==> config.mk <==
export PLATFORM = sky130hd
export DESIGN_NAME = pixel_chroma_color_classifier_unit
export DESIGN_NICKNAME = d
export VERILOG_FILES = /design/src/rtl/pccc_pkg.sv /design/src/rtl/pixel_chroma_color_classifier_unit.sv
export VERILOG_INCLUDE_DIRS = /design/src /design/src/rtl
export SDC_FILE = /design/constraint.sdc
export NUM_CORES = 1
export LEC_CHECK = 0
export BUFFER_PORTS_ARGS = -buffer_cell sky130_fd_sc_hd__buf_2
export CAP_MARGIN = 20
export CORE_MARGIN = 2
export CORE_UTILIZATION = 53
export CTS_BUF_LIST = sky130_fd_sc_hd__clkbuf_4
export CTS_CLUSTER_SIZE = 25
export DETAILED_ROUTE_END_ITERATION = 7
export PLACE_DENSITY = 0.76
export SETUP_SLACK_MARGIN = 0.5
export SLEW_MARGIN = 0
export SYNTH_ARGS = -nofsm -noshare
export SYNTH_HDL_FRONTEND = slang
export SYNTH_SLANG_ARGS = --single-unit
==> constraint.sdc <==
create_clock -name clk -period 6.1 [get_ports clk]
set_input_delay 0.61 -clock clk [delete_from_list [all_inputs] [get_ports clk]]
set_output_delay 0.61 -clock clk [all_outputs]
set_load 0.1 [all_outputs]
==> src/rtl/pixel_chroma_color_classifier_unit_macros.svh <==
// Assertion macros shared by the classifier RTL.
// Each macro checks one property on the rising clock edge, outside reset.
`ifndef PIXEL_CHROMA_COLOR_CLASSIFIER_UNIT_MACROS_SVH
`define PIXEL_CHROMA_COLOR_CLASSIFIER_UNIT_MACROS_SVH

// The consequent must hold in the same cycle as the antecedent.
`define PCCC_ASSERT_SAME(label, ante, cons, msg) \
	label: assert property (@(posedge clk) disable iff (!arst_n) (ante) |-> (cons)) \
		else $error(msg);

// The consequent must hold in the cycle after the antecedent.
`define PCCC_ASSERT_NEXT(label, ante, cons, msg) \
	label: assert property (@(posedge clk) disable iff (!arst_n) (ante) |=> (cons)) \
		else $error(msg);

`endif

==> src/rtl/pccc_pkg.sv <==
`timescale 1ns / 1ps
// ----------------------------------------------------------------------------
// Chroma classifier package
// Register indexes, reset values, fixed-point weights and the channel
// gain and bias helper shared by the classifier RTL.
// ----------------------------------------------------------------------------
package pccc_pkg;

	typedef enum logic [2:0] {
		REG_CHANNEL_GAIN      = 3'd0,
		REG_CHANNEL_BIAS      = 3'd1,
		REG_RED_CHROMA_LOW    = 3'd2,
		REG_RED_CHROMA_HIGH   = 3'd3,
		REG_GREEN_CHROMA_LOW  = 3'd4,
		REG_GREEN_CHROMA_HIGH = 3'd5
	} cfg_reg_t;

	localparam int CFG_INDEX_W = 3;
	localparam int CFG_DATA_W  = 16;
	localparam int GAIN_W      = 10;
	localparam int BIAS_W      = 16;
	localparam int BOUND_W     = 9;
	localparam int IN_TDATA_W  = 24;
	localparam int OUT_TDATA_W = 16;

	localparam logic [GAIN_W-1:0]  GAIN_RESET       = 10'd77;
	localparam logic [BIAS_W-1:0]  BIAS_RESET       = 16'd22400;
	localparam logic [BOUND_W-1:0] RED_LOW_RESET    = 9'd145;
	localparam logic [BOUND_W-1:0] RED_HIGH_RESET   = 9'd470;
	localparam logic [BOUND_W-1:0] GREEN_LOW_RESET  = 9'd95;
	localparam logic [BOUND_W-1:0] GREEN_HIGH_RESET = 9'd110;

	localparam logic [13:0] W_BLUE  = 14'd1868;
	localparam logic [13:0] W_GREEN = 14'd9617;
	localparam logic [13:0] W_RED   = 14'd4899;
	localparam logic [22:0] LUMA_ROUND = 23'd8192;
	localparam logic signed [23:0] W_CR      = 24'sd11682;
	localparam logic signed [23:0] CR_OFFSET = 24'sd2105344;

	typedef logic [17:0] gain_prod_t;

	// Adds bias and rounding to a gain product, drops eight fraction bits and
	// saturates to eight bits.
	function automatic logic [7:0] adjust_channel(input gain_prod_t prod,
		input logic [BIAS_W-1:0] bias);
		logic [18:0] sum;
		sum = 19'(prod) + 19'(bias) + 19'd128;
		if (|sum[18:16]) begin
			return 8'hFF;
		end
		return sum[15:8];
	endfunction

endpackage

==> src/rtl/pixel_chroma_color_classifier_unit.sv <==
`timescale 1ns / 1ps
// ----------------------------------------------------------------------------
// Pixel chroma color classifier
// Applies gain and bias to a BGR pixel, computes BT.601 red chroma and tests
// it against a red and a green window.
// ----------------------------------------------------------------------------
// The unit takes one pixel per clock while the output side does not stall
// and returns one result per pixel, in order. Six pipeline stages (gain
// multiply, bias and saturate, luma multiply, luma sum and difference,
// chroma multiply, chroma saturate) and an output register carry each
// pixel; each stage holds its own valid bit and holds while it is full and
// the next stage cannot take it, so a stall at the output fills the bubbles
// first. Registers are to be written through the configuration port only
// while no pixel is in flight; the block itself does not enforce this.
module pixel_chroma_color_classifier_unit (
	input  logic                              clk,
	input  logic                              arst_n,
	input  logic                              cfg_wr_en,
	input  logic [pccc_pkg::CFG_INDEX_W-1:0]  cfg_index,
	input  logic [pccc_pkg::CFG_DATA_W-1:0]   cfg_data,
	input  logic                              s_axis_tvalid,
	output logic                              s_axis_tready,
	// Fields from bit 0: pixel_blue[7:0], pixel_green[7:0], pixel_red[7:0].
	input  logic [pccc_pkg::IN_TDATA_W-1:0]   s_axis_tdata,
	output logic                              m_axis_tvalid,
	input  logic                              m_axis_tready,
	// Fields from bit 0: chroma_red[7:0], red_mask, green_mask, zero padding.
	output logic [pccc_pkg::OUT_TDATA_W-1:0]  m_axis_tdata
);

	import pccc_pkg::*;

	logic [GAIN_W-1:0]  channel_gain_q;
	logic [BIAS_W-1:0]  channel_bias_q;
	logic [BOUND_W-1:0] red_low_q;
	logic [BOUND_W-1:0] red_high_q;
	logic [BOUND_W-1:0] green_low_q;
	logic [BOUND_W-1:0] green_high_q;

	logic v_s1, v_s2, v_s3, v_s4, v_s5, v_s6, out_valid_q;
	logic rdy_s1, rdy_s2, rdy_s3, rdy_s4, rdy_s5, rdy_s6, rdy_out;

	gain_prod_t prod_b_s1, prod_g_s1, prod_r_s1;
	logic [7:0] adj_b_s2, adj_g_s2, adj_r_s2;
	logic [21:0] luma_b_s3, luma_g_s3, luma_r_s3;
	logic [7:0] red_s3;
	logic signed [8:0] diff_s4;
	logic signed [23:0] cr_prod_s5;
	logic [7:0] cr_s6;
	logic [OUT_TDATA_W-1:0] out_data_q;

	logic [22:0] luma_sum;
	logic [7:0] luma;
	logic signed [23:0] diff_ext;
	logic signed [23:0] cr_sum;
	logic [7:0] cr_sat;
	logic [BOUND_W-1:0] cr_wide;
	logic red_hit, green_hit;

	always_ff @(posedge clk or negedge arst_n) begin
		if (!arst_n) begin
			channel_gain_q <= GAIN_RESET;
			channel_bias_q <= BIAS_RESET;
			red_low_q      <= RED_LOW_RESET;
			red_high_q     <= RED_HIGH_RESET;
			green_low_q    <= GREEN_LOW_RESET;
			green_high_q   <= GREEN_HIGH_RESET;
		end else if (cfg_wr_en) begin
			unique case (cfg_index)
				REG_CHANNEL_GAIN:      channel_gain_q <= cfg_data[GAIN_W-1:0];
				REG_CHANNEL_BIAS:      channel_bias_q <= cfg_data[BIAS_W-1:0];
				REG_RED_CHROMA_LOW:    red_low_q      <= cfg_data[BOUND_W-1:0];
				REG_RED_CHROMA_HIGH:   red_high_q     <= cfg_data[BOUND_W-1:0];
				REG_GREEN_CHROMA_LOW:  green_low_q    <= cfg_data[BOUND_W-1:0];
				REG_GREEN_CHROMA_HIGH: green_high_q   <= cfg_data[BOUND_W-1:0];
				default: ;
			endcase
		end
	end

	assign rdy_out = !out_valid_q || m_axis_tready;
	assign rdy_s6  = !v_s6 || rdy_out;
	assign rdy_s5  = !v_s5 || rdy_s6;
	assign rdy_s4  = !v_s4 || rdy_s5;
	assign rdy_s3  = !v_s3 || rdy_s4;
	assign rdy_s2  = !v_s2 || rdy_s3;
	assign rdy_s1  = !v_s1 || rdy_s2;
	assign s_axis_tready = rdy_s1;

	always_ff @(posedge clk or negedge arst_n) begin
		if (!arst_n) begin
			v_s1        <= 1'b0;
			v_s2        <= 1'b0;
			v_s3        <= 1'b0;
			v_s4        <= 1'b0;
			v_s5        <= 1'b0;
			v_s6        <= 1'b0;
			out_valid_q <= 1'b0;
		end else begin
			if (rdy_s1)  v_s1        <= s_axis_tvalid;
			if (rdy_s2)  v_s2        <= v_s1;
			if (rdy_s3)  v_s3        <= v_s2;
			if (rdy_s4)  v_s4        <= v_s3;
			if (rdy_s5)  v_s5        <= v_s4;
			if (rdy_s6)  v_s6        <= v_s5;
			if (rdy_out) out_valid_q <= v_s6;
		end
	end

	assign luma_sum = 23'(luma_b_s3) + 23'(luma_g_s3) + 23'(luma_r_s3) + LUMA_ROUND;
	assign luma     = luma_sum[21:14];
	assign diff_ext = 24'(diff_s4);
	assign cr_sum   = cr_prod_s5 + CR_OFFSET;

	always_comb begin
		if (cr_sum[23]) begin
			cr_sat = 8'd0;
		end else if (cr_sum[22]) begin
			cr_sat = 8'hFF;
		end else begin
			cr_sat = cr_sum[21:14];
		end
	end

	assign cr_wide   = BOUND_W'(cr_s6);
	assign red_hit   = (cr_wide > red_low_q) && (cr_wide < red_high_q);
	assign green_hit = (cr_wide > green_low_q) && (cr_wide < green_high_q);

	always_ff @(posedge clk) begin
		if (rdy_s1 && s_axis_tvalid) begin
			prod_b_s1 <= 18'(s_axis_tdata[7:0]) * 18'(channel_gain_q);
			prod_g_s1 <= 18'(s_axis_tdata[15:8]) * 18'(channel_gain_q);
			prod_r_s1 <= 18'(s_axis_tdata[23:16]) * 18'(channel_gain_q);
		end
		if (rdy_s2 && v_s1) begin
			adj_b_s2 <= adjust_channel(prod_b_s1, channel_bias_q);
			adj_g_s2 <= adjust_channel(prod_g_s1, channel_bias_q);
			adj_r_s2 <= adjust_channel(prod_r_s1, channel_bias_q);
		end
		if (rdy_s3 && v_s2) begin
			luma_b_s3 <= 22'(adj_b_s2) * 22'(W_BLUE);
			luma_g_s3 <= 22'(adj_g_s2) * 22'(W_GREEN);
			luma_r_s3 <= 22'(adj_r_s2) * 22'(W_RED);
			red_s3    <= adj_r_s2;
		end
		if (rdy_s4 && v_s3) begin
			diff_s4 <= $signed({1'b0, red_s3}) - $signed({1'b0, luma});
		end
		if (rdy_s5 && v_s4) begin
			cr_prod_s5 <= diff_ext * W_CR;
		end
		if (rdy_s6 && v_s5) begin
			cr_s6 <= cr_sat;
		end
		if (rdy_out && v_s6) begin
			out_data_q <= {6'd0, green_hit, red_hit, cr_s6};
		end
	end

	assign m_axis_tvalid = out_valid_q;
	assign m_axis_tdata  = out_data_q;

`include "pixel_chroma_color_classifier_unit_macros.svh"

	`PCCC_ASSERT_SAME(a_full_when_blocked, !s_axis_tready,
		v_s1 && v_s2 && v_s3 && v_s4 && v_s5 && v_s6 && out_valid_q && !m_axis_tready,
		"input blocked while the pipeline has a free stage")
	`PCCC_ASSERT_NEXT(a_accept_fills_s1, s_axis_tvalid && s_axis_tready, v_s1,
		"accepted pixel did not enter the first stage")
	`PCCC_ASSERT_NEXT(a_s3_holds, v_s3 && !rdy_s4, v_s3 && $stable(luma_b_s3) && $stable(red_s3),
		"stalled luma stage lost or changed its contents")

endmodule

Word level (Yosys, flattened, before mapping):

Cells that the tools add are included.

* add/sub/neg operators: 11
* $mul: 7
* $lt $le $gt $ge: 4
* equal/unequal tests: 5
* multiplexer cells: 13
* reductions and logical operators: 33

Operators by type and width (count)
* $add 18x16->19: 3
* $add 19x8->19 const B: 3
* $mux 8: 7
* $mul 8x10->18: 3
* $add 24x23->24 const B: 1
* $mul 9x14->23 const B: 1
* $add 19x22->22: 1
* $add 22x14->22 const B: 1
* $add 22x21->22: 1
* $mul 8x14->22 const B: 1
* $mul 8x13->21 const B: 1
* $gt 8x9->1: 2
* $lt 8x9->1: 2
* $mul 8x9->17 const B: 1
* $reduce_and 2->1: 6
* $logic_and 1x1->1: 9
* $reduce_or 3->1: 3
* $sub 8x8->9: 1
* $logic_not 1->1: 7
* $logic_or 1x1->1: 7
* $eq 3x2->1 const B: 2
* $eq 3x3->1 const B: 2
* $mux 1: 6
* $eq 3x1->1 const B: 1
* $logic_not 3->1: 1

* bits in registers: 265
* input port bits: 48
* output and inout bits: 18
* word-level logic and storage cells: 100

Depth between registers and ports, before layout:

Gate-level depths: netlist (run 1).

* depth after elaboration: 10
* mapped depth: 21

Worst setup path after synthesis (run 1):

OpenSTA, ideal clock, no wires.

* path type: register -> register
* start point: reg channel_gain_q[0]
* end point: reg prod_b_s1[17] (data pin)
* setup time: 167 ps
* arrival time: 4688 ps
* required time: 5933 ps
* slack: 1245 ps
* cell stages (with the launch flop): 17
* clock period less this slack: 4855 ps
* cell sequence: dfstp_2 -> clkbuf_1 -> nand2_1 -> fa_1 -> fa_1 -> inv_1 -> fa_1 -> inv_1 -> fa_1 -> inv_1 -> ha_1 -> a21boi_1 -> o41ai_1 -> o21ai_0 -> or4_1 -> and3_1 -> a211oi_1

* cells in the longest elaborated chain, start to end: 1

Ends and longest elaborated chain
* from (decl): line pixel_chroma_color_classifier_unit.sv:33 `logic [GAIN_W-1:0] channel_gain_q;`
* from (signal assigned): line pixel_chroma_color_classifier_unit.sv:70 `REG_CHANNEL_GAIN: channel_gain_q <= cfg_data[GAIN_W-1:0];`
* $mul 8x10->18: line pixel_chroma_color_classifier_unit.sv:131 `prod_b_s1 <= 18'(s_axis_tdata[7:0]) * 18'(channel_gain_q);`
* to (signal assigned): line pixel_chroma_color_classifier_unit.sv:131
* to (decl): line pixel_chroma_color_classifier_unit.sv:43 `gain_prod_t prod_b_s1, prod_g_s1, prod_r_s1;`

No other way between the ends.
A chain may end at the register's enable or synchronous reset.

Worst setup path after layout (run 1):

* start point: reg channel_gain_q[0]
* end point: reg prod_r_s1[17] (data pin)

* cells in the longest elaborated chain, start to end: 1

Ends and longest elaborated chain
* $mul 8x10->18: line pixel_chroma_color_classifier_unit.sv:133 `prod_r_s1 <= 18'(s_axis_tdata[23:16]) * 18'(channel_gain_q);`
* to (signal assigned): line pixel_chroma_color_classifier_unit.sv:133
* to (decl): line pixel_chroma_color_classifier_unit.sv:43

No other way between the ends.

==> parameters.txt, run 1 <==
Parameter                              Value

Die
  Number of rows created at floorplan ... 81
  Vertical die dimension ... 227 um
  Die area ... 51700 um2
  Number of primary I/O pins ... 66
  Initial cell density of the core ... 53.8%
  Die width ... 227 um
  Area of the core region ... 49200 um2

Cells and area
  Area occupied by registers ... 7270 um2
  Multi-input combinational cell area ... 17300 um2
  Fillers ... 4095
  Fraction of layout instances using a drive strength above 1 ... 10.5%
  Number of standard cells in the layout, taps in and fillers out ... 3329
  Post-synthesis to final-layout area growth ... 7.29%
  Fraction of the core area covered by cells at the end of the flow ... 57.8%
  Final #Nets ... 3385

Clock tree
  Clk slew on worst S/H paths ... 0.06 ns
  Clock latency on the worst-skew pair ... 0.76 ns
  CTS Root Buffer Type ... sky130_fd_sc_hd__clkbuf_4
  Buffer count from post-CTS setup fixing ... 0
  Number of clock sinks ... 252
  TritonCTS clock tree ... built
  Number of gates given a new drive strength after cts ... 0
  Number of levels in the clock H-tree ... 3
  Maximum clock path buffer count ... 3
  Hold-fix buffers at CTS ... 0
  Cts bufs inserted ... 66

Yosys
  Cell taking the most area after synthesis ... sky130_fd_sc_hd__ha_1
  Synth top area share ... 22.9%
  FFs w/ async S/R, synth ... 27.4%
  Instance count of the mapped netlist ... 2507
  Yosys synthesis warning count ... 0
  Top post-synthesis cells by area ... sky130_fd_sc_hd__ha_1 23%, sky130_fd_sc_hd__edfxtp_1 21%, sky130_fd_sc_hd__fa_1 18%, sky130_fd_sc_hd__inv_1 6.9%, sky130_fd_sc_hd__and2_1 5.2%
  Yosys cell types ... 72
  #FFs+latches synth ... 252
  Average instance area after synthesis ... 10.6 um2
  Dominant register cell in the synthesized netlist ... sky130_fd_sc_hd__edfxtp_1
  Post-Synthesis Cell Area ... 26500 um2
  Number of synthesized flops with an enable pin ... 183
  Share of the yosys chip area belonging to registers ... 27.4%

Timing
  Final worst-path cycle share ... 85.1%
  Worst Setup Slack, final ... 0.909 ns
  Crit path time final ... 5.19 ns
  RSZ-0062 raised after global routing ... no
  Final setup violation count ... 0
  Final Max Slew Viols ... 0
  Maximum clock rate ... 193 MHz
  Headroom to the max-slew limit ... 33.6%
  Worst-case clock skew ... 0.0839 ns
  Number of hold violations in the final report ... 0
  Total negative slack for setup checks ... 0 ns
  Tightest Pin Transition ... 0.996 ns

GRT
  Total Routing Usage GR ... 22.5%
  Pin count of the biggest net entering global routing ... 70
  First-pass GRT wire length ... 92.4 mm
  Final global-route overflow total ... 0
  Antenna violations before repair ... 4
  Number of global-route vias before repair ... 19.1k

Outcome
  Status ... finished clean

Worst setup path
  Data arrival time of the critical path ... 5.71 ns
  Sequence of cells on the critical path ... nand2_1 > fa_1 > fa_1 > inv_1 > fa_1 > inv_1 > fa_1 > inv_1 > ha_1 > a21boi_1 > o41ai_1 > o21ai_0 > or4_1 > and3_1 > a211oi_1
  Reg2Reg Launch Point ... channel_gain_q[0]
  Max FO, Critical Path ... 25
  CP endpoint kind ... flip-flop
  Startpoint Class ... flip-flop
  Reg2reg end ... prod_r_s1[17]
  Critical path data required time ... 6.62 ns
  Most frequent cell on the critical path ... sky130_fd_sc_hd__fa_1
  FF-to-FF path depth ... 15
  Slowest cell on the critical path ... sky130_fd_sc_hd__dfstp_4
  Kind of critical path ... flip-flop to flip-flop
  Register-to-Register Setup Slack ... 0.91 ns
  Delay contributed by the slowest stage of the critical path ... 0.75 ns

Detailed routing
  Total DRC errors in the routed layout ... 0
  Vias per std cell ... 5.34
  First-pass DRT Iterations ... 7
  First DRT Iteration DRCs ... 857
  Drt total wl ... 55.1 mm
  Total vias in the final route ... 17.8k
  Routed length per instance ... 16.6 um
  ANT nets after route ... 0

Job
  Number of maximum-capacitance constraint violations ... 0

Placement
  Sum of net half-perimeters after detailed placement ... 44.9 mm
  Worst-case setup slack after placement ... 0.843 ns
  Inst Count DP ... 3213
  GP Congestion ... 0.917
  PortBufs ... 59

Min path
  Hold WC Path Type ... input pin to async pin
==> worst max path at each step <==
stage	endpoint	slack, ns	from
finish	prod_r_s1[17]	0.91	channel_gain_q[0]
global route	prod_r_s1[17]	0.52	channel_gain_q[0]
CTS	prod_r_s1[17]	0.81	channel_gain_q[1]
detailed placement	prod_b_s1[17]	0.84	channel_gain_q[1]
global placement	prod_b_s1[17]	0.94	channel_gain_q[1]
floorplan	prod_b_s1[17]	1.25	channel_gain_q[0]
==> registers in the layout, summed over array words and instances, names as in the netlist, 10 cells and up <==
| name | cells |
|---|---|
| channel_gain_q | 10 |
| luma_b_s3 | 17 |
| luma_g_s3 | 22 |
| m_axis_tdata | 10 |
| prod_g_s1 | 18 |
| channel_bias_q | 16 |
| prod_r_s1 | 18 |
| luma_r_s3 | 20 |
| prod_b_s1 | 18 |
| cr_prod_s5 | 11 |
==> cells in the mapped netlist, types with 8 or more instances <==
cell type,count
sky130_fd_sc_hd__a211oi_1,9
sky130_fd_sc_hd__a21o_1,35
sky130_fd_sc_hd__a21oi_1,72
sky130_fd_sc_hd__a31oi_1,10
sky130_fd_sc_hd__and2_1,218
sky130_fd_sc_hd__and3_1,15
sky130_fd_sc_hd__clkbuf_1,23
sky130_fd_sc_hd__dfrtp_1,39
sky130_fd_sc_hd__dfstp_2,30
sky130_fd_sc_hd__edfxtp_1,183
sky130_fd_sc_hd__fa_1,233
sky130_fd_sc_hd__ha_1,485
sky130_fd_sc_hd__inv_1,489
sky130_fd_sc_hd__mux2_2,47
sky130_fd_sc_hd__nand2_1,109
sky130_fd_sc_hd__nand2b_1,19
sky130_fd_sc_hd__nand3_1,32
sky130_fd_sc_hd__nand4_1,14
sky130_fd_sc_hd__nor2_1,70
sky130_fd_sc_hd__nor2b_1,18
sky130_fd_sc_hd__nor3_1,41
sky130_fd_sc_hd__o21a_1,16
sky130_fd_sc_hd__o21ai_0,57
sky130_fd_sc_hd__o21bai_1,12
sky130_fd_sc_hd__or2_2,8
sky130_fd_sc_hd__xnor2_1,84
sky130_fd_sc_hd__xor2_1,40
==> kinds of logic (layout without fill, tap and decap cells) <==
family | Yosys count | count (layout) | share of synthesized area, %
AOI/OAI and AO/OA | 274 | 274 | 6.82
xor gates and xnor gates | 124 | 124 | 4.10
adders and majority gates | 718 | 718 | 40.6
buffers and inverters | 520 | 670 | 7.46
DFF | 252 | 252 | 27.4
muxes | 47 | 47 | 2.00
other | 1 | 9 | 0.0142
and+or+nand+nor | 571 | 571 | 11.6
==> critical path: cells and delay by family (launching register included) <==
| kind | cells | cell delay (ns) |
|---|---|---|
| AO/OA/AOI/OAI | 4 | 0.89 |
| adder cells (fa/ha/maj) | 5 | 2.45 |
| buffers and inverters | 3 | 0.15 |
| flip-flops | 1 | 0.75 |
| AND/OR/NAND/NOR | 3 | 0.72 |
==> metal layers <==
metal  GRT usage, %  part of all wire [%]  vias to the layer above  routed length (um)
met2           39.4                    49                      390               26900
li1               -                     -                     8576                   -
met1           28.2                    44                     8708               24000
met4           9.02                   3.4                        0                1870
met5              0                     0                        -                   0
met3           3.03                   4.2                      106                2290
==> placed cells by master, fill, tap and decap left out, types with 7 or more instances in the layout <==
master and n:
sky130_fd_sc_hd__o21bai_1 12, sky130_fd_sc_hd__or4_1 7, sky130_fd_sc_hd__o21a_1 16, sky130_fd_sc_hd__nand3_1 32, sky130_fd_sc_hd__ha_1 485, sky130_fd_sc_hd__fa_1 233, sky130_fd_sc_hd__buf_4 10, sky130_fd_sc_hd__nand2b_1 19
sky130_fd_sc_hd__nand2_1 109, sky130_fd_sc_hd__or2_2 8, sky130_fd_sc_hd__a211oi_1 9, sky130_fd_sc_hd__a21o_1 35, sky130_fd_sc_hd__mux2_2 47, sky130_fd_sc_hd__clkinv_1 11, sky130_fd_sc_hd__buf_2 59, sky130_fd_sc_hd__o21ai_0 57
sky130_fd_sc_hd__xnor2_1 84, sky130_fd_sc_hd__and3_1 15, sky130_fd_sc_hd__nor2b_1 18, sky130_fd_sc_hd__edfxtp_1 183, sky130_fd_sc_hd__nor3_1 41, sky130_fd_sc_hd__nor2_1 70, sky130_fd_sc_hd__inv_1 489, sky130_fd_sc_hd__dfstp_2 27
sky130_fd_sc_hd__nand4_1 14, sky130_fd_sc_hd__and2_1 216, sky130_fd_sc_hd__dfrtp_1 36, sky130_fd_sc_hd__xor2_1 40, sky130_fd_sc_hd__clkbuf_4 91, sky130_fd_sc_hd__a31oi_1 10, sky130_fd_sc_hd__a21oi_1 72
==> per-stage QoR <==
stage / hold slack (ns) / instance area [um2]
after floorplan: 0.314 / 26500
after global placement: 0.441 / 27500
after detailed placement: 0.470 / 27500
after CTS: 0.0521 / 28300
after global routing: 0.0805 / 28400
final: 0.0966 / 28400
==> final cells by class <==
| type | count | share of cell area [%] |
|---|---|---|
| diodes | 3 | 0.0264 |
| clock buffers | 91 | 2.41 |
| flip-flops and latches | 252 | 25.6 |
| well taps | 664 | 2.93 |
| repair buffers | 70 | 1.37 |
| multi-input cells | 1740 | 60.8 |
| inverters | 489 | 6.47 |
| clock inverters | 20 | 0.419 |
Power of run 1 is not shown: default switching activity piles up to over one toggle a cycle in this logic, so the estimate is an artifact.
==> run 2, diff against run 1 <==
- CORE_UTILIZATION: 53 -> 50
- PLACE_DENSITY: 0.76 -> 0.73
==> parameters.txt, run 2 (synthesized netlist as in run 1, its figures left out) <==
Parameter                              Value

Clock tree
  Clock latency on the worst-skew pair ... 0.75 ns (was 0.76 ns)
  Maximum clock path buffer count ... 3 (unchanged)
  Cts bufs inserted ... 68 (was 66)
  Number of levels in the clock H-tree ... 3 (unchanged)
  Clk slew on worst S/H paths ... 0.07 ns (was 0.06 ns)
  CTS Root Buffer Type ... sky130_fd_sc_hd__clkbuf_4 (unchanged)
  Number of clock sinks ... 252 (unchanged)
  Buffer count from post-CTS setup fixing ... 0 (unchanged)
  TritonCTS clock tree ... built (unchanged)

Die
  Area of the core region ... 52400 um2 (was 49200 um2)
  Number of rows created at floorplan ... 84 (was 81)
  Vertical die dimension ... 234 um (was 227 um)
  Die width ... 234 um (was 227 um)
  Number of primary I/O pins ... 66 (unchanged)
  Initial cell density of the core ... 50.5% (was 53.8%)
  Die area ... 54800 um2 (was 51700 um2)

Cells and area
  Fraction of the core area covered by cells at the end of the flow ... 54.2% (was 57.8%)
  Post-route standard cell area excluding fillers ... 28400 um2 (about the same)
  Number of standard cells in the layout, taps in and fillers out ... 3362 (was 3329)
  Most used cells in the layout excluding fill and tap cells ... 489 x sky130_fd_sc_hd__inv_1, 485 x sky130_fd_sc_hd__ha_1, 233 x sky130_fd_sc_hd__fa_1 (unchanged)
  Largest Register ... luma_g_s3 (unchanged)
  Post-synthesis to final-layout area growth ... 7.46% (was 7.29%)
  Top Registers ... luma_g_s3 x22, luma_r_s3 x20 (unchanged)
  Fraction of layout instances using a drive strength above 1 ... 10.7% (was 10.5%)
  Most common library cell in the layout ignoring fill and taps ... sky130_fd_sc_hd__inv_1 (unchanged)
  Flip-flop count of the largest register, all copies and words added ... 22 (unchanged)
  Final #Nets ... 3386 (was 3385)

Detailed routing
  Total DRC errors in the routed layout ... 0 (unchanged)
  Drt total wl ... 55.0 mm (was 55.1 mm)
  Vias per std cell ... 5.29 (was 5.34)
  DR top layer ... met4 (unchanged)
  First-pass DRT Iterations ... 7 (unchanged)
  ANT nets after route ... 0 (unchanged)
  Met1 layer wirelength in the final routing ... 24.2 mm (was 24.0 mm)
  Routed length per instance ... 16.4 um (was 16.6 um)
  Total vias in the final route ... 17.8k (about the same)
  Detailed route wirelength on metal2 ... 27.3 mm (was 26.9 mm)
  Met3 WL post-DR ... 1.88 mm (was 2.29 mm)
  First DRT Iteration DRCs ... 889 (was 857)

Timing
  Worst-case clock skew ... 0.0713 ns (was 0.0839 ns)
  Final Max Slew Viols ... 0 (unchanged)
  Tightest Pin Transition ... 1.06 ns (was 0.996 ns)
  Number of hold violations in the final report ... 0 (unchanged)
  Total negative slack for setup checks ... 0 ns (unchanged)
  Crit path time final ... 5.36 ns (was 5.19 ns)
  Final setup violation count ... 0 (unchanged)
  Final worst-path cycle share ... 87.9% (was 85.1%)
  RSZ-0062 raised after global routing ... no (unchanged)
  Maximum clock rate ... 186 MHz (was 193 MHz)
  Headroom to the max-slew limit ... 29.4% (was 33.6%)

Worst setup path
  Critical path data required time ... 6.64 ns (was 6.62 ns)
  Kind of critical path ... flip-flop to flip-flop (unchanged)
  Sequence of cells on the critical path ... nand2_1 > fa_1 > fa_1 > inv_1 > fa_1 > inv_1 > fa_1 > inv_1 > ha_1 > a21boi_1 > o41ai_1 > o21ai_0 > or4_1 > and3_1 > a211oi_1 (unchanged)
  FF-to-FF path depth ... 15 (unchanged)
  Most frequent cell on the critical path ... sky130_fd_sc_hd__fa_1 (unchanged)
  Delay contributed by the slowest stage of the critical path ... 0.87 ns (was 0.75 ns)
  Max FO, Critical Path ... 25 (unchanged)
  Startpoint Class ... flip-flop (unchanged)
  Data arrival time of the critical path ... 5.91 ns (was 5.71 ns)
  Reg2reg end ... prod_b_s1[17] (was prod_r_s1[17])
  Reg2Reg Launch Point ... channel_gain_q[5] (was channel_gain_q[0])
  Slowest cell on the critical path ... sky130_fd_sc_hd__dfrtp_1 (was sky130_fd_sc_hd__dfstp_4)
  CP endpoint kind ... flip-flop (unchanged)
  Register-to-Register Setup Slack ... 0.74 ns (was 0.91 ns)

Placement
  Inst Count DP ... 3237 (was 3213)
  PortBufs ... 59 (unchanged)
  Placement-stage cell area ... 27600 um2 (was 27500 um2)
  Sum of net half-perimeters after detailed placement ... 44.7 mm (was 44.9 mm)
  GP Congestion ... 0.894 (was 0.917)

GRT
  First-pass GRT wire length ... 91.4 mm (was 92.4 mm)
  Number of global-route vias before repair ... 18.6k (was 19.1k)
  Total Routing Usage GR ... 21.1% (was 22.5%)
  Antenna violations before repair ... 3 (was 4)
  Pin count of the biggest net entering global routing ... 70 (unchanged)
  Final global-route overflow total ... 0 (unchanged)

Outcome
  Status ... finished clean (unchanged)

Min path
  Hold WC Path Type ... input pin to async pin (unchanged)

Job
  Number of maximum-capacitance constraint violations ... 0 (unchanged)
==> run 2: changes by cell type in the layout (fill, tap and decap cells not counted), moves of 2 or more <==
cell / previous run / this run
sky130_fd_sc_hd__clkbuf_4: 91 / 98
sky130_fd_sc_hd__clkinv_1: 11 / 14
sky130_fd_sc_hd__clkinv_2: 3 / 7
sky130_fd_sc_hd__clkinvlp_4: 1 / 3
sky130_fd_sc_hd__dfrtp_1: 36 / 38
sky130_fd_sc_hd__dfrtp_2: 3 / 1
sky130_fd_sc_hd__dfstp_2: 27 / 30
sky130_fd_sc_hd__dfstp_4: 3 / 0
sky130_fd_sc_hd__diode_2: 3 / 1
==> run 2: worst max-delay path, delay by kind of cell (launching register included) <==
family	cells	cell delay [ns]
fa+ha+maj	5	2.39
flops	1	0.87
simple gates	3	0.80
buf+inv	3	0.16
compound gates	4	0.95
==> run 2: worst max path at each step <==
stage	start	endpoint	slack, ns	cells past startpoint
2_1_floorplan	channel_gain_q[0]	prod_b_s1[17]	1.25	16
6_report	channel_gain_q[5]	prod_b_s1[17]	0.74	15
3_3_place_gp	channel_gain_q[1]	prod_b_s1[17]	0.88	15
3_5_place_dp	channel_gain_q[1]	prod_b_s1[17]	0.73	15
4_1_cts	channel_gain_q[1]	prod_b_s1[17]	0.73	15
5_1_grt	channel_gain_q[5]	prod_b_s1[17]	0.51	15
==> run 2: what timing repair did <==
action | in CTS | in global routing
gates resized for setup | 0 | 1
hold buffers | 0 | 0
endpoints found under the hold margin | 0 | 0
setup endpoints to repair | 0 | 2
==> run 2: metrics by stage <==
stage | hold slack (ns) | worst slack (ns)
6_report | 0.0820 | 0.737
5_1_grt | 0.0719 | 0.514
4_1_cts | 0.0335 | 0.729
3_5_place_dp | 0.455 | 0.734
3_3_place_gp | 0.442 | 0.877
2_1_floorplan | 0.314 | 1.25
==> run 2: area by class of cell <==
cell class	instances	area [um2]
inverter	489	1840
clock inverter	26	123
multi-input combinational	1740	17300
antenna	1	2.50
timing repair buffer	69	370
tap	688	861
clock buffer	97	728
fill	4525	24000
sequential	252	7260
==> run 2: metal layers <==
metal  track usage, %  vias to the layer above
li1                 -                     8608
met1             26.6                     8748
met2             36.6                      321
met3             2.87                       99
met4             7.93                        0
met5                0                        -
Power of run 2 is left out for the same reason.
==> run 3, diff against run 2 <==
- ABC_AREA: default -> 1
==> parameters.txt, run 3 <==
Parameter                              Value

Yosys
  Post-Synthesis Cell Area ... 29400 um2 (was 26500 um2)
  Number of synthesized flops with an enable pin ... 183 (unchanged)
  Instance count of the mapped netlist ... 3555 (was 2507)
  Dominant register cell in the synthesized netlist ... sky130_fd_sc_hd__edfxtp_1 (unchanged)
  FFs w/ async S/R, synth ... 27.4% (unchanged)
  Synth top area share ... 20.6% (was 22.9%)
  Count leader, synth ... sky130_fd_sc_hd__inv_1 (unchanged)
  Share of the yosys chip area belonging to registers ... 24.7% (was 27.4%)
  Top post-synthesis cells by area ... sky130_fd_sc_hd__ha_1 21%, sky130_fd_sc_hd__edfxtp_1 19%, sky130_fd_sc_hd__fa_1 16%, sky130_fd_sc_hd__inv_1 11%, sky130_fd_sc_hd__nand2_1 10% (was sky130_fd_sc_hd__ha_1 23%, sky130_fd_sc_hd__edfxtp_1 21%, sky130_fd_sc_hd__fa_1 18%, sky130_fd_sc_hd__inv_1 6.9%, sky130_fd_sc_hd__and2_1 5.2%)
  Yosys cell types ... 53 (was 72)
  Yosys synthesis warning count ... 0 (unchanged)
  Cell taking the most area after synthesis ... sky130_fd_sc_hd__ha_1 (unchanged)
  Most instantiated cells after synthesis ... 892 x sky130_fd_sc_hd__inv_1, 793 x sky130_fd_sc_hd__nand2_1, 485 x sky130_fd_sc_hd__ha_1, 233 x sky130_fd_sc_hd__fa_1, 183 x sky130_fd_sc_hd__edfxtp_1 (was 489 x sky130_fd_sc_hd__inv_1, 485 x sky130_fd_sc_hd__ha_1, 233 x sky130_fd_sc_hd__fa_1, 218 x sky130_fd_sc_hd__and2_1, 183 x sky130_fd_sc_hd__edfxtp_1)
  Average instance area after synthesis ... 8.27 um2 (was 10.6 um2)
  #FFs+latches synth ... 252 (unchanged)

Worst setup path
  Max FO, Critical Path ... 25 (unchanged)
  Register-to-Register Setup Slack ... 1.25 ns (was 0.74 ns)
  Kind of critical path ... flip-flop to flip-flop (unchanged)
  CP endpoint kind ... flip-flop (unchanged)
  Reg2Reg Launch Point ... channel_gain_q[5] (unchanged)
  Data arrival time of the critical path ... 5.42 ns (was 5.91 ns)
  Startpoint Class ... flip-flop (unchanged)
  Critical path data required time ... 6.67 ns (was 6.64 ns)
  Reg2reg end ... prod_r_s1[15] (was prod_b_s1[17])
  FF-to-FF path depth ... 17 (was 15)

Cells and area
  Largest Register ... luma_g_s3 (unchanged)
  Fraction of layout instances using a drive strength above 1 ... 6.96% (was 10.7%)
  Area occupied by registers ... 7260 um2 (about the same)
  Final #Nets ... 4403 (was 3386)
  Flip-flop count of the largest register, all copies and words added ... 22 (unchanged)
  Multi-input combinational cell area ... 18600 um2 (was 17300 um2)
  Post-synthesis to final-layout area growth ... 6.96% (was 7.46%)
  Top Registers ... luma_g_s3 x22, luma_r_s3 x20 (unchanged)
  Fillers ... 5497 (was 4525)
  Most used cells in the layout excluding fill and tap cells ... 891 x sky130_fd_sc_hd__inv_1, 793 x sky130_fd_sc_hd__nand2_1, 485 x sky130_fd_sc_hd__ha_1 (was 489 x sky130_fd_sc_hd__inv_1, 485 x sky130_fd_sc_hd__ha_1, 233 x sky130_fd_sc_hd__fa_1)
  Most common library cell in the layout ignoring fill and taps ... sky130_fd_sc_hd__inv_1 (unchanged)

Timing
  Number of hold violations in the final report ... 0 (unchanged)
  Final worst-path cycle share ... 79.5% (was 87.9%)
  Final setup violation count ... 0 (unchanged)
  Crit path time final ... 4.85 ns (was 5.36 ns)
  Tightest Pin Transition ... 0.957 ns (was 1.06 ns)
  RSZ-0062 raised after global routing ... no (unchanged)
  Final Max Slew Viols ... 0 (unchanged)
  Headroom to the max-slew limit ... 36.1% (was 29.4%)
  Total negative slack for setup checks ... 0 ns (unchanged)
  Worst-case clock skew ... 0.0411 ns (was 0.0713 ns)
  Maximum clock rate ... 206 MHz (was 186 MHz)

Placement
  Sum of net half-perimeters after detailed placement ... 52.9 mm (was 44.7 mm)
  GP Congestion ... 0.921 (was 0.894)
  PortBufs ... 59 (unchanged)

Clock tree
  Number of levels in the clock H-tree ... 3 (unchanged)
  Cts bufs inserted ... 71 (was 68)
  Number of gates given a new drive strength after cts ... 0 (unchanged)
  TritonCTS clock tree ... built (unchanged)
  CTS Root Buffer Type ... sky130_fd_sc_hd__clkbuf_4 (unchanged)
  Clk slew on worst S/H paths ... 0.07 ns (about the same)
  Maximum clock path buffer count ... 3 (unchanged)
  Clock latency on the worst-skew pair ... 0.82 ns (was 0.75 ns)
  Number of clock sinks ... 252 (unchanged)

GRT
  Antenna violations before repair ... 2 (was 3)
  First-pass GRT wire length ... 109 mm (was 91.4 mm)
  Total Routing Usage GR ... 22.2% (was 21.1%)
  Final global-route overflow total ... 0 (unchanged)
  Number of global-route vias before repair ... 22.4k (was 18.6k)
  Pin count of the biggest net entering global routing ... 70 (unchanged)

Job
  Number of maximum-capacitance constraint violations ... 0 (unchanged)

Detailed routing
  ANT nets after route ... 0 (unchanged)
  First-pass DRT Iterations ... 7 (unchanged)
  Routed length per instance ... 14.5 um (was 16.4 um)
  Total DRC errors in the routed layout ... 0 (unchanged)
  First DRT Iteration DRCs ... 1327 (was 889)
  Total vias in the final route ... 22.3k (was 17.8k)
  Vias per std cell ... 5.00 (was 5.29)
  Drt total wl ... 64.9 mm (was 55.0 mm)

Min path
  Launch instance of the worst min-delay path ... cfg_data[13]
  Worst hold stages ... 2
  Hold WC Path Type ... input pin to flip-flop (was input pin to async pin)
  Endpoint with the worst hold slack ... channel_bias_q[13]

Die
  Die width ... 247 um (was 234 um)
  Vertical die dimension ... 247 um (was 234 um)
  Number of rows created at floorplan ... 88 (was 84)
  Die area ... 60800 um2 (was 54800 um2)
  Area of the core region ... 57900 um2 (was 52400 um2)
  Number of primary I/O pins ... 66 (unchanged)
  Initial cell density of the core ... 50.8% (was 50.5%)

Outcome
  Status ... finished clean (unchanged)
[run 3: layer usage]
layer | GRT usage, % | share of wire, % | vias to the layer above
met5 | 0 | 0 | -
met4 | 6.79 | 2.5 | 0
met3 | 3.34 | 4.0 | 93
met2 | 38.6 | 49 | 444
met1 | 28.4 | 45 | 10500
li1 | - | - | 11300
[run 3: area by class of cell]
| type | instances | area share [%] |
|---|---|---|
| Inverter | 893 | 10.7 |
| Multi-Input combinational cell | 2347 | 59.0 |
| Timing Repair Buffer | 72 | 1.32 |
| Clock inverter | 27 | 0.517 |
| Sequential cell | 252 | 23.1 |
| Clock buffer | 99 | 2.36 |
| Antenna cell | 6 | 0.0477 |
| Tap cell | 765 | 3.04 |
[run 3: through the flow]
step	std cells	utilization, %	cell area (um2)	hold WS, ns	worst slack (ns)
6_report	4461	54.3	31500	0.0817	1.25
5_1_grt	4460	54.3	31500	0.0256	0.954
4_1_cts	4455	54.3	31400	0.0189	1.29
3_5_place_dp	4325	52.7	30500	0.473	1.28
3_3_place_gp	4324	52.6	30500	0.464	1.33
2_1_floorplan	3560	-	29400	0.314	1.15
[run 3: cell families after synthesis]
family                     after synthesis  synth area share, %
other                                    1               0.0127
muxes                                    6                0.230
buffers and inverters                  961                 12.3
DFF                                    252                 24.7
AOI/OAI and AO/OA                      377                 7.00
xor gates and xnor gates               107                 3.19
and+or+nand+nor                       1133                 16.1
adders and majority gates              718                 36.5
[run 3: worst max path at each step]
stage / depth (start not counted) / end / startpoint / slack (ns)
5_1_grt: 17 / prod_r_s1[15] / channel_gain_q[5] / 0.95
6_report: 17 / prod_r_s1[15] / channel_gain_q[5] / 1.25
2_1_floorplan: 7 / luma_b_s3[10] / m_axis_tvalid / 1.15
4_1_cts: 17 / prod_b_s1[15] / channel_gain_q[4] / 1.29
3_3_place_gp: 16 / prod_b_s1[14] / channel_gain_q[4] / 1.33
3_5_place_dp: 16 / prod_r_s1[14] / channel_gain_q[4] / 1.28
[run 3: critical path: stages (launching register included)]
cell	delay [ns]
sky130_fd_sc_hd__dfrtp_1	0.97
sky130_fd_sc_hd__nand2_1	0.12
sky130_fd_sc_hd__inv_1	0.12
sky130_fd_sc_hd__fa_1	0.45
sky130_fd_sc_hd__fa_1	0.49
sky130_fd_sc_hd__fa_1	0.56
sky130_fd_sc_hd__inv_1	0.06
sky130_fd_sc_hd__fa_1	0.54
sky130_fd_sc_hd__inv_1	0.05
sky130_fd_sc_hd__ha_1	0.36
sky130_fd_sc_hd__nand2_1	0.09
sky130_fd_sc_hd__inv_1	0.04
sky130_fd_sc_hd__a21oi_1	0.31
sky130_fd_sc_hd__o21bai_1	0.16
sky130_fd_sc_hd__nand3_1	0.12
sky130_fd_sc_hd__nand2_1	0.06
sky130_fd_sc_hd__nand2_1	0.06
sky130_fd_sc_hd__nand2_1	0.05
[run 3: what timing repair did]
action | CTS | global route
hold buffers | 4 | 0
endpoints found under the hold margin | 6 | 0
buffers inserted | 0 | 0
Power of run 3 is left out for the same reason.
